`src/p2a_pkg.sv`:
```
// Package for the 16-bit pixel to ARGB8888 converter.
// Holds the source format codes, the channel decode types and the widening function.
package p2a_pkg;

  localparam int unsigned FmtW = 5;

  localparam logic [FmtW-1:0] FMT_RGB565   = 5'd0;
  localparam logic [FmtW-1:0] FMT_BGR565   = 5'd1;
  localparam logic [FmtW-1:0] FMT_ARGB1555 = 5'd2;
  localparam logic [FmtW-1:0] FMT_ABGR1555 = 5'd3;
  localparam logic [FmtW-1:0] FMT_RGBA5551 = 5'd4;
  localparam logic [FmtW-1:0] FMT_BGRA5551 = 5'd5;
  localparam logic [FmtW-1:0] FMT_ARGB4444 = 5'd6;
  localparam logic [FmtW-1:0] FMT_ABGR4444 = 5'd7;
  localparam logic [FmtW-1:0] FMT_RGBA4444 = 5'd8;
  localparam logic [FmtW-1:0] FMT_BGRA4444 = 5'd9;
  localparam logic [FmtW-1:0] FMT_XRGB4444 = 5'd10;
  localparam logic [FmtW-1:0] FMT_XBGR4444 = 5'd11;
  localparam logic [FmtW-1:0] FMT_RGBX4444 = 5'd12;
  localparam logic [FmtW-1:0] FMT_BGRX4444 = 5'd13;
  localparam logic [FmtW-1:0] FMT_RGB555   = 5'd14;
  localparam logic [FmtW-1:0] FMT_BGR555   = 5'd15;
  localparam logic [FmtW-1:0] FMT_RG88     = 5'd16;
  localparam logic [FmtW-1:0] FMT_GR88     = 5'd17;

  // How the raw field of one channel is widened to eight bits.
  typedef enum logic [2:0] {
    CH_ZERO,
    CH_FULL,
    CH_BIT,
    CH_W4,
    CH_W5,
    CH_W6,
    CH_W8
  } chan_kind_e;

  typedef struct packed {
    chan_kind_e  kind;
    logic [7:0]  raw;
  } chan_t;

  typedef struct packed {
    chan_t a;
    chan_t r;
    chan_t g;
    chan_t b;
  } pix_fields_t;

  function automatic logic [7:0] widen(input chan_t c);
    logic [7:0] res;
    case (c.kind)
      CH_FULL: res = 8'hFF;
      CH_BIT:  res = {8{c.raw[0]}};
      CH_W4:   res = {c.raw[3:0], c.raw[3:0]};
      CH_W5:   res = {c.raw[4:0], c.raw[4:2]};
      CH_W6:   res = {c.raw[5:0], c.raw[5:4]};
      CH_W8:   res = c.raw;
      default: res = 8'h00;
    endcase
    return res;
  endfunction

endpackage

```
`src/p2a_pix_if.sv`:
```
// Valid/ready channel that carries one 16-bit packed source pixel per beat.
// Standalone; no package needed.
interface p2a_pix_if;
  logic        valid;
  logic        ready;
  logic [15:0] pixel_in;

  modport source (output valid, output pixel_in, input ready);
  modport sink   (input valid, input pixel_in, output ready);
endinterface

```
`src/p2a_argb_if.sv`:
```
// Valid/ready channel that carries one 32-bit ARGB8888 pixel per beat.
// Standalone; no package needed.
interface p2a_argb_if;
  logic        valid;
  logic        ready;
  logic [31:0] argb_out;

  modport source (output valid, output argb_out, input ready);
  modport sink   (input valid, input argb_out, output ready);
endinterface

```
`src/pixel16_to_argb32_converter.sv`:
```
// Throughput: one pixel per cycle while the output is ready, set by a three-stage
// pipeline (capture, field decode, widen and pack) in which every stage moves when
// the stage after it frees.
// Reset: rst_ni clears all stage valid bits and sets the format register to RGB565.
// Depends on p2a_pkg, p2a_pix_if and p2a_argb_if.
module pixel16_to_argb32_converter
  import p2a_pkg::*;
(
  input  logic             clk_i,
  input  logic             rst_ni,
  input  logic             format_select_we_i,
  input  logic [FmtW-1:0]  format_select_i,
  p2a_pix_if.sink          pix_i,
  p2a_argb_if.source       argb_o
);

  // Format register. The user must write it only while the pipeline is empty; the
  // block does not enforce this. Each beat still carries its own copy of the format down the pipe.
  logic [FmtW-1:0] fmt_q;

  always_ff @(posedge clk_i or negedge rst_ni) begin
    if (!rst_ni) begin
      fmt_q <= FMT_RGB565;
    end else if (format_select_we_i) begin
      fmt_q <= format_select_i;
    end
  end

  // Stage valid bits and per-stage advance. A stage takes new data when it is
  // empty or when its contents move on in the same cycle, so a stall at the
  // output backs up one stage at a time and no beat is dropped or repeated.
  logic s1_vld_q, s2_vld_q, s3_vld_q;
  logic s1_adv, s2_adv, s3_adv;

  assign s3_adv = !s3_vld_q || argb_o.ready;
  assign s2_adv = !s2_vld_q || s3_adv;
  assign s1_adv = !s1_vld_q || s2_adv;

  assign pix_i.ready  = s1_adv;
  assign argb_o.valid = s3_vld_q;

  always_ff @(posedge clk_i or negedge rst_ni) begin
    if (!rst_ni) begin
      s1_vld_q <= 1'b0;
      s2_vld_q <= 1'b0;
      s3_vld_q <= 1'b0;
    end else begin
      if (s1_adv) s1_vld_q <= pix_i.valid;
      if (s2_adv) s2_vld_q <= s1_vld_q;
      if (s3_adv) s3_vld_q <= s2_vld_q;
    end
  end

  // Stage 1: capture the pixel together with the format in force.
  logic [15:0]     s1_pix_q;
  logic [FmtW-1:0] s1_fmt_q;

  always_ff @(posedge clk_i) begin
    if (s1_adv && pix_i.valid) begin
      s1_pix_q <= pix_i.pixel_in;
      s1_fmt_q <= fmt_q;
    end
  end

  // Stage 2: pick out the raw bits of each channel and tag how each one widens.
  pix_fields_t s2_fld_d, s2_fld_q;

  function automatic chan_t mk(input chan_kind_e k, input logic [7:0] v);
    chan_t c;
    c.kind = k;
    c.raw  = v;
    return c;
  endfunction

  always_comb begin
    logic [15:0] p;
    p = s1_pix_q;
    s2_fld_d.a = mk(CH_ZERO, 8'h00);
    s2_fld_d.r = mk(CH_ZERO, 8'h00);
    s2_fld_d.g = mk(CH_ZERO, 8'h00);
    s2_fld_d.b = mk(CH_ZERO, 8'h00);
    case (s1_fmt_q)
      FMT_RGB565: begin
        s2_fld_d.a = mk(CH_FULL, 8'h00);
        s2_fld_d.r = mk(CH_W5, {3'b0, p[15:11]});
        s2_fld_d.g = mk(CH_W6, {2'b0, p[10:5]});
        s2_fld_d.b = mk(CH_W5, {3'b0, p[4:0]});
      end
      FMT_BGR565: begin
        s2_fld_d.a = mk(CH_FULL, 8'h00);
        s2_fld_d.r = mk(CH_W5, {3'b0, p[4:0]});
        s2_fld_d.g = mk(CH_W6, {2'b0, p[10:5]});
        s2_fld_d.b = mk(CH_W5, {3'b0, p[15:11]});
      end
      FMT_ARGB1555: begin
        s2_fld_d.a = mk(CH_BIT, {7'b0, p[15]});
        s2_fld_d.r = mk(CH_W5, {3'b0, p[14:10]});
        s2_fld_d.g = mk(CH_W5, {3'b0, p[9:5]});
        s2_fld_d.b = mk(CH_W5, {3'b0, p[4:0]});
      end
      FMT_ABGR1555: begin
        s2_fld_d.a = mk(CH_BIT, {7'b0, p[15]});
        s2_fld_d.r = mk(CH_W5, {3'b0, p[4:0]});
        s2_fld_d.g = mk(CH_W5, {3'b0, p[9:5]});
        s2_fld_d.b = mk(CH_W5, {3'b0, p[14:10]});
      end
      FMT_RGBA5551: begin
        s2_fld_d.a = mk(CH_BIT, {7'b0, p[0]});
        s2_fld_d.r = mk(CH_W5, {3'b0, p[15:11]});
        s2_fld_d.g = mk(CH_W5, {3'b0, p[10:6]});
        s2_fld_d.b = mk(CH_W5, {3'b0, p[5:1]});
      end
      FMT_BGRA5551: begin
        s2_fld_d.a = mk(CH_BIT, {7'b0, p[0]});
        s2_fld_d.r = mk(CH_W5, {3'b0, p[5:1]});
        s2_fld_d.g = mk(CH_W5, {3'b0, p[10:6]});
        s2_fld_d.b = mk(CH_W5, {3'b0, p[15:11]});
      end
      FMT_ARGB4444: begin
        s2_fld_d.a = mk(CH_W4, {4'b0, p[15:12]});
        s2_fld_d.r = mk(CH_W4, {4'b0, p[11:8]});
        s2_fld_d.g = mk(CH_W4, {4'b0, p[7:4]});
        s2_fld_d.b = mk(CH_W4, {4'b0, p[3:0]});
      end
      FMT_ABGR4444: begin
        s2_fld_d.a = mk(CH_W4, {4'b0, p[15:12]});
        s2_fld_d.r = mk(CH_W4, {4'b0, p[3:0]});
        s2_fld_d.g = mk(CH_W4, {4'b0, p[7:4]});
        s2_fld_d.b = mk(CH_W4, {4'b0, p[11:8]});
      end
      FMT_RGBA4444: begin
        s2_fld_d.a = mk(CH_W4, {4'b0, p[3:0]});
        s2_fld_d.r = mk(CH_W4, {4'b0, p[15:12]});
        s2_fld_d.g = mk(CH_W4, {4'b0, p[11:8]});
        s2_fld_d.b = mk(CH_W4, {4'b0, p[7:4]});
      end
      FMT_BGRA4444: begin
        s2_fld_d.a = mk(CH_W4, {4'b0, p[3:0]});
        s2_fld_d.r = mk(CH_W4, {4'b0, p[7:4]});
        s2_fld_d.g = mk(CH_W4, {4'b0, p[11:8]});
        s2_fld_d.b = mk(CH_W4, {4'b0, p[15:12]});
      end
      FMT_XRGB4444: begin
        s2_fld_d.a = mk(CH_FULL, 8'h00);
        s2_fld_d.r = mk(CH_W4, {4'b0, p[11:8]});
        s2_fld_d.g = mk(CH_W4, {4'b0, p[7:4]});
        s2_fld_d.b = mk(CH_W4, {4'b0, p[3:0]});
      end
      FMT_XBGR4444: begin
        s2_fld_d.a = mk(CH_FULL, 8'h00);
        s2_fld_d.r = mk(CH_W4, {4'b0, p[3:0]});
        s2_fld_d.g = mk(CH_W4, {4'b0, p[7:4]});
        s2_fld_d.b = mk(CH_W4, {4'b0, p[11:8]});
      end
      FMT_RGBX4444: begin
        s2_fld_d.a = mk(CH_FULL, 8'h00);
        s2_fld_d.r = mk(CH_W4, {4'b0, p[15:12]});
        s2_fld_d.g = mk(CH_W4, {4'b0, p[11:8]});
        s2_fld_d.b = mk(CH_W4, {4'b0, p[7:4]});
      end
      FMT_BGRX4444: begin
        s2_fld_d.a = mk(CH_FULL, 8'h00);
        s2_fld_d.r = mk(CH_W4, {4'b0, p[7:4]});
        s2_fld_d.g = mk(CH_W4, {4'b0, p[11:8]});
        s2_fld_d.b = mk(CH_W4, {4'b0, p[15:12]});
      end
      FMT_RGB555: begin
        s2_fld_d.a = mk(CH_FULL, 8'h00);
        s2_fld_d.r = mk(CH_W5, {3'b0, p[14:10]});
        s2_fld_d.g = mk(CH_W5, {3'b0, p[9:5]});
        s2_fld_d.b = mk(CH_W5, {3'b0, p[4:0]});
      end
      FMT_BGR555: begin
        s2_fld_d.a = mk(CH_FULL, 8'h00);
        s2_fld_d.r = mk(CH_W5, {3'b0, p[4:0]});
        s2_fld_d.g = mk(CH_W5, {3'b0, p[9:5]});
        s2_fld_d.b = mk(CH_W5, {3'b0, p[14:10]});
      end
      FMT_RG88: begin
        s2_fld_d.a = mk(CH_FULL, 8'h00);
        s2_fld_d.r = mk(CH_W8, p[15:8]);
        s2_fld_d.g = mk(CH_W8, p[7:0]);
      end
      FMT_GR88: begin
        s2_fld_d.a = mk(CH_FULL, 8'h00);
        s2_fld_d.r = mk(CH_W8, p[7:0]);
        s2_fld_d.g = mk(CH_W8, p[15:8]);
      end
      default: begin
        // Unused format codes give an all-zero pixel, alpha included.
        s2_fld_d.a = mk(CH_ZERO, 8'h00);
      end
    endcase
  end

  always_ff @(posedge clk_i) begin
    if (s2_adv && s1_vld_q) begin
      s2_fld_q <= s2_fld_d;
    end
  end

  // Stage 3: widen every channel by bit replication and pack ARGB8888. This
  // register is the output register. While a finished pixel waits for the sink,
  // the two stages in front of it can still fill, so up to two more beats are
  // taken before the input side stalls.
  logic [31:0] s3_argb_d, s3_argb_q;

  assign s3_argb_d = {widen(s2_fld_q.a), widen(s2_fld_q.r),
                      widen(s2_fld_q.g), widen(s2_fld_q.b)};

  always_ff @(posedge clk_i) begin
    if (s3_adv && s2_vld_q) begin
      s3_argb_q <= s3_argb_d;
    end
  end

  assign argb_o.argb_out = s3_argb_q;

endmodule

```
`src/flat_wrapper.sv`:
```
// flat-port wrapper written by rule: the top's interface ports become plain ports
module pixel16_to_argb32_converter_flat import p2a_pkg::*;
  (clk_i, rst_ni, format_select_we_i, format_select_i, pix_i_valid, pix_i_pixel_in, pix_i_ready, argb_o_valid, argb_o_argb_out, argb_o_ready);
  p2a_pix_if pix_i_i ();
  p2a_argb_if argb_o_i ();
  input  logic clk_i;
  input  logic rst_ni;
  input  logic format_select_we_i;
  input  logic [FmtW-1:0] format_select_i;
  input wire logic [$bits(pix_i_i.valid)-1:0] pix_i_valid;
  input wire logic [$bits(pix_i_i.pixel_in)-1:0] pix_i_pixel_in;
  output wire logic [$bits(pix_i_i.ready)-1:0] pix_i_ready;
  output wire logic [$bits(argb_o_i.valid)-1:0] argb_o_valid;
  output wire logic [$bits(argb_o_i.argb_out)-1:0] argb_o_argb_out;
  input wire logic [$bits(argb_o_i.ready)-1:0] argb_o_ready;
  assign pix_i_i.valid = pix_i_valid;
  assign pix_i_i.pixel_in = pix_i_pixel_in;
  assign pix_i_ready = pix_i_i.ready;
  assign argb_o_valid = argb_o_i.valid;
  assign argb_o_argb_out = argb_o_i.argb_out;
  assign argb_o_i.ready = argb_o_ready;
  pixel16_to_argb32_converter u_core (.clk_i(clk_i), .rst_ni(rst_ni), .format_select_we_i(format_select_we_i), .format_select_i(format_select_i), .pix_i(pix_i_i), .argb_o(argb_o_i));
endmodule
```
`config.mk`:
```
export PLATFORM = sky130hd
export DESIGN_NAME = pixel16_to_argb32_converter_flat
export DESIGN_NICKNAME = d
export VERILOG_FILES = /design/src/p2a_pkg.sv /design/src/p2a_pix_if.sv /design/src/p2a_argb_if.sv /design/src/pixel16_to_argb32_converter.sv /design/src/flat_wrapper.sv
export SDC_FILE = /design/constraint.sdc
export NUM_CORES = 1
export LEC_CHECK = 0
export BUFFER_PORTS_ARGS = -buffer_cell sky130_fd_sc_hd__buf_2
export CORE_MARGIN = 3
export CORE_UTILIZATION = 40
export CTS_CLUSTER_SIZE = 30
export DETAILED_ROUTE_END_ITERATION = 8
export PLACE_DENSITY_LB_ADDON = 0.2
export SLEW_MARGIN = 10
export SYNTH_ARGS = -nofsm -noshare
export SYNTH_HDL_FRONTEND = slang
export SYNTH_SLANG_ARGS = --single-unit
export TNS_END_PERCENT = 50
```
`constraint.sdc`:
```
create_clock -name clk_i -period 1.85 [get_ports clk_i]
set_clock_uncertainty 0.05 [all_clocks]
set_input_delay 0.0925 -clock clk_i [delete_from_list [all_inputs] [get_ports clk_i]]
set_output_delay 0.0925 -clock clk_i [all_outputs]
set_load 0.05 [all_outputs]
```
# Word level (Yosys, flattened, before mapping)
# Index checks and enable logic that the tools add are counted.
# Widths: inputs -> output; s select.
[classes]
eq_ne = 41
muxes = 7
n_reduce_logical = 23
[ops]
columns = ["operator", "n"]
rows = [
  ["$pmux 22 s12", 1],
  ["$pmux 8 s6", 4],
  ["$pmux 11 s8", 1],
  ["$pmux 10 s5", 1],
  ["$eq 5x4->1 const B", 8],
  ["$eq 3x3->1 const B", 12],
  ["$eq 3x2->1 const B", 8],
  ["$reduce_or 2->1", 11],
  ["$eq 5x3->1 const B", 4],
  ["$eq 3x1->1 const B", 4],
  ["$eq 5x2->1 const B", 2],
  ["$eq 5x5->1 const B", 2],
  ["$reduce_or 10->1", 1],
  ["$eq 5x1->1 const B", 1],
  ["$logic_not 5->1", 1],
  ["$logic_and 1x1->1", 3],
  ["$logic_not 1->1", 3],
  ["$logic_or 1x1->1", 3],
  ["$reduce_or 3->1", 1],
]
[totals]
ff_bits = 105
in_bits = 26
out_inout_bits = 34
elab_cells = 86

# Longest topological paths before layout
[logic_depth]
word_depth = 5
mapped_depth = 6
ltp_nobuf = 4

# Least setup slack after synthesis
# OpenSTA, ideal clock, no wires.
[synth_path]
path_type = "reg2reg"
startpoint = "reg u_core.s3_vld_q, in the netlist u_core.argb_o.valid"
endpoint = "reg u_core.s1_fmt_q[0] (enable)"
arrival_time_ps = 1827
t_required_ps = 1421
slack_ps = -407
stages_incl_launch_ff = 4
period_less_slack_ps = 2257
path_cell_list = "dfrtp_1 -> nor2b_1 -> nand3_1 -> and2_1"
[synth_via]
elab_chain_cells = 5
[synth_lines]
columns = ["element", "line", "text"]
rows = [
  ["start: declaration", "pixel16_to_argb32_converter.sv:32", "logic s1_vld_q, s2_vld_q, s3_vld_q;"],
  ["start signal: assignment", "pixel16_to_argb32_converter.sv:50", "if (s3_adv) s3_vld_q <= s2_vld_q;"],
  ["$logic_not 1->1", "pixel16_to_argb32_converter.sv:35", "assign s3_adv = !s3_vld_q || argb_o.ready;"],
  ["$logic_or 1x1->1", "pixel16_to_argb32_converter.sv:35", ""],
  ["$logic_or 1x1->1", "pixel16_to_argb32_converter.sv:36", "assign s2_adv = !s2_vld_q || s3_adv;"],
  ["$logic_or 1x1->1", "pixel16_to_argb32_converter.sv:37", "assign s1_adv = !s1_vld_q || s2_adv;"],
  ["via pix_i_ready", "flat_wrapper.sv:12", "output wire logic [$bits(pix_i_i.ready)-1:0] pix_i_ready;"],
  ["$logic_and 1x1->1", "pixel16_to_argb32_converter.sv:59", "if (s1_adv && pix_i.valid) begin"],
  ["end signal: assignment", "pixel16_to_argb32_converter.sv:61", "s1_fmt_q <= fmt_q;"],
  ["end: declaration", "pixel16_to_argb32_converter.sv:56", "logic [FmtW-1:0] s1_fmt_q;"],
]
# The timed path passes the listed nets, and every way through them passes these cells.
# A chain may end at the register's enable or synchronous reset.

==> results.json <==
{
  "status": "finished, final reports clean",
  "dr.pass1.iters": 7,
  "leakagePower_nw": 2.33,
  "hpwl_mm": 7.79,
  "syn2layout_area_growth_pct": 27.0,
  "synth_ff_type": "edfxtp_1",
  "relSlewSlack_pct": 58.0,
  "drt_wl_total_mm": 11.0,
  "drv_cap": 0,
  "p_sw_share_pct": 29.7,
  "grt_usage_pct": 17.4,
  "tightest_slew_ns": 0.629,
  "power.density_nw_per_um2": 1080,
  "syn_area_um2": 4690,
  "hold_slack_ns": 0.0284,
  "clock-sinks": 90,
  "clk_latency_ns": 0.35,
  "drc": 0,
  "cts_htree_levels": 3,
  "place_area_um2": 5280,
  "regArea_um2": 2660,
  "port-buffer-count": 59,
  "cts_buffers": 9,
  "min_period_ns": 1.78,
  "grt_pass1_vias": 3535,
  "slew_violations": 0,
  "die_y_um": 114,
  "rows": 38,
  "place_ws_ns": 0.0602,
  "comb_power_share_pct": 22.7,
  "clkPwrFrac_pct": 35.1,
  "p_sw_mw": 1.92,
  "clk_pin_slew_worst_paths_ns": 0.06,
  "dieArea_um2": 13000,
  "synth_top_cell_by_area": "edfxtp_1",
  "wl_per_cell_um": 16.4,
  "crit_required_ns": 2.01,
  "synth_cells": 419,
  "viasPerCell": 5.53,
  "pwr-share-seq_pct": 42.2,
  "ys_seq_elements": 90,
  "dr.first_iter.drc_count": 281,
  "synth.distinct_cells": 57,
  "vdd_ir_drop_max_mv": 0.624,
  "avgSynthCellArea_um2": 11.2,
  "initial_core_util_pct": 42.1,
  "grt_remaining_overflow": 0,
  "critPathKind": "reg -> reg",
  "end_kind": "flop",
  "die_w_um": 114,
  "fin_ws_ns": 0.0656,
  "place_congestion": 0.894,
  "arrival_ns": 1.95,
  "synth_edf_count": 82,
  "dp_cells": 621,
  "setup-tns-final_ns": 0,
  "cts_tree": "done",
  "rsz0062_at_grt": "no",
  "dr_total_vias": 3697,
  "ys_warn_count": 0,
  "multi_input_area_um2": 1840,
  "core_um2": 11100,
  "nFillCells": 1022,
  "drive_above_1_share_pct": 26.7,
  "cts_root_buffer": "clkbuf_16",
  "antenna_found_initial": 0,
  "drt.antenna.violating_nets": 0,
  "yosys-top-cells-area": "edfxtp_1 53%, dfrtp_1 4.3%, nand2_1 3.7%, a21oi_1 3.5%, mux2i_1 3.2%",
  "max_freq_mhz": 560,
  "synth-seq-area-share_pct": 56.8,
  "fin_area_um2": 5950,
  "min_period_over_period_pct": 96.5,
  "antenna_cells": 0,
  "grt_pass1_wl_mm": 17.7,
  "syn_nets": 447,
  "synthArstFlopShare_pct": 8.89,
  "clk_path_buf_depth": 2,
  "synth_top_area_share_pct": 52.6,
  "cp_max_fo": 10,
  "finalHoldViolCount": 0,
  "hold_path.class": "in -> reg",
  "p_int_mw": 4.54,
  "stdcell_count": 669,
  "grt_max_degree": 34,
  "nNetsFinal": 552,
  "cp-start-kind": "flop",
  "setup-violations-final": 0,
  "io_pins": 60
}
==> worst max-delay path: stages (launching register included) <==
cell      delay [ns]
edfxtp_1        0.50
buf_4           0.23
or3b_2          0.52
o22ai_1         0.22
a221oi_2        0.05
nand2_1         0.09
==> layout by cell type (no fill, tap or decap), types with 6 or more instances in the layout <==
master	count
a21oi_1	33
buf_2	59
nor2_1	34
clkbuf_16	9
a31oi_1	7
nand3_1	17
dfrtp_1	7
inv_1	8
mux2_2	9
mux2i_1	15
buf_4	37
nand2b_1	14
edfxtp_1	82
nand2_1	46
o21ai_0	19
a222oi_1	7
nor2b_1	8
o22ai_1	6
dlygate4sd3_1	25
==> layout make-up <==
class / instances / share of cell area (%)
inverters: 8 / 0.505
clock inverters: 7 / 2.46
flip-flops and latches: 90 / 44.8
well taps: 140 / 2.94
clock buffers: 9 / 3.78
multi-input cells: 290 / 30.9
repair buffers: 125 / 14.7
==> repair_timing <==
item / in CTS / in global routing
setup endpoints to repair: 0 / 9
endpoints found under the hold margin: 32 / 0
resized for setup: 0 / 1
setup buffers: 0 / 7
hold buffers: 25 / 0
==> routing by layer <==
metal | global-route usage (%) | up-vias | wire (µm)
met5 | 0 | - | 0
met4 | 6.89 | 0 | 214
met3 | 4.60 | 19 | 782
met2 | 28.1 | 167 | 5330
met1 | 22.2 | 1712 | 4640
li1 | - | 1799 | -
==> power groups by stage <==
stage	clock network (mW)	registers (mW)	logic, mW
4_1_cts	2.32	2.73	1.44
6_report	2.27	2.72	1.47
5_1_grt	2.42	2.75	1.59
3_3_place_gp	0	2.76	1.38
2_1_floorplan	0	3.02	0.742
3_5_place_dp	0	2.77	1.39
==> registers in the layout, summed over array words and instances (netlist names) <==
| name | count |
|---|---|
| u_core.argb_o.argb_out | 28 |
| u_core.s1_fmt_q | 5 |
| u_core.s2_vld_q | 1 |
| u_core.fmt_q | 5 |
| u_core.s1_pix_q | 16 |
| u_core.argb_o.valid | 1 |
| u_core.s1_vld_q | 1 |
| u_core.s2_fld_q | 33 |
==> per-stage QoR <==
step / total power, mW / utilization [%]
2_1_floorplan: 3.77 / -
3_3_place_gp: 4.14 / 47.5
3_5_place_dp: 4.16 / 47.5
5_1_grt: 6.76 / 53.5
4_1_cts: 6.49 / 53.0
6_report: 6.45 / 53.5
==> final timing paths <==
check                                         from                   to  slack, ns  cells after the start
worst min register to register     u_core.fmt_q[1]   u_core.s1_fmt_q[1]       0.40                      0
max in group asynchronous                   rst_ni  u_core.argb_o.valid       1.50                      2
worst max register to register  u_core.s1_fmt_q[4]  u_core.s2_fld_q[22]       0.07                      5
min in group asynchronous                   rst_ni      u_core.fmt_q[2]       0.07                      2
worst min-delay path            format_select_we_i      u_core.fmt_q[3]       0.03                      2
worst max-delay path            u_core.s1_fmt_q[4]  u_core.s2_fld_q[22]       0.07                      5
==> synthesized netlist by cell type, types with 8 or more instances <==
library cell / n
clkbuf_1: 12
dfrtp_1: 8
nand2_1: 46
nor2b_1: 9
edfxtp_1: 82
buf_2: 9
mux2_2: 9
o21ai_0: 19
mux2i_1: 15
nor2_1: 34
inv_1: 8
nand2b_1: 14
a21oi_1: 33
nand3_1: 18
==> cells by family (layout without fill, tap and decap cells) <==
logic type | Yosys count | after routing | share of synthesized area, %
AO/OA/AOI/OAI | 112 | 112 | 16.2
AND/OR/NAND/NOR | 149 | 149 | 16.1
buffers and inverters | 39 | 149 | 4.17
adder cells (fa/ha/maj) | 3 | 3 | 0.748
flip-flops | 90 | 90 | 56.8
multiplexers | 24 | 24 | 5.37
XOR/XNOR | 2 | 2 | 0.534
No activity file was read; power rests on OpenSTA's default activity.
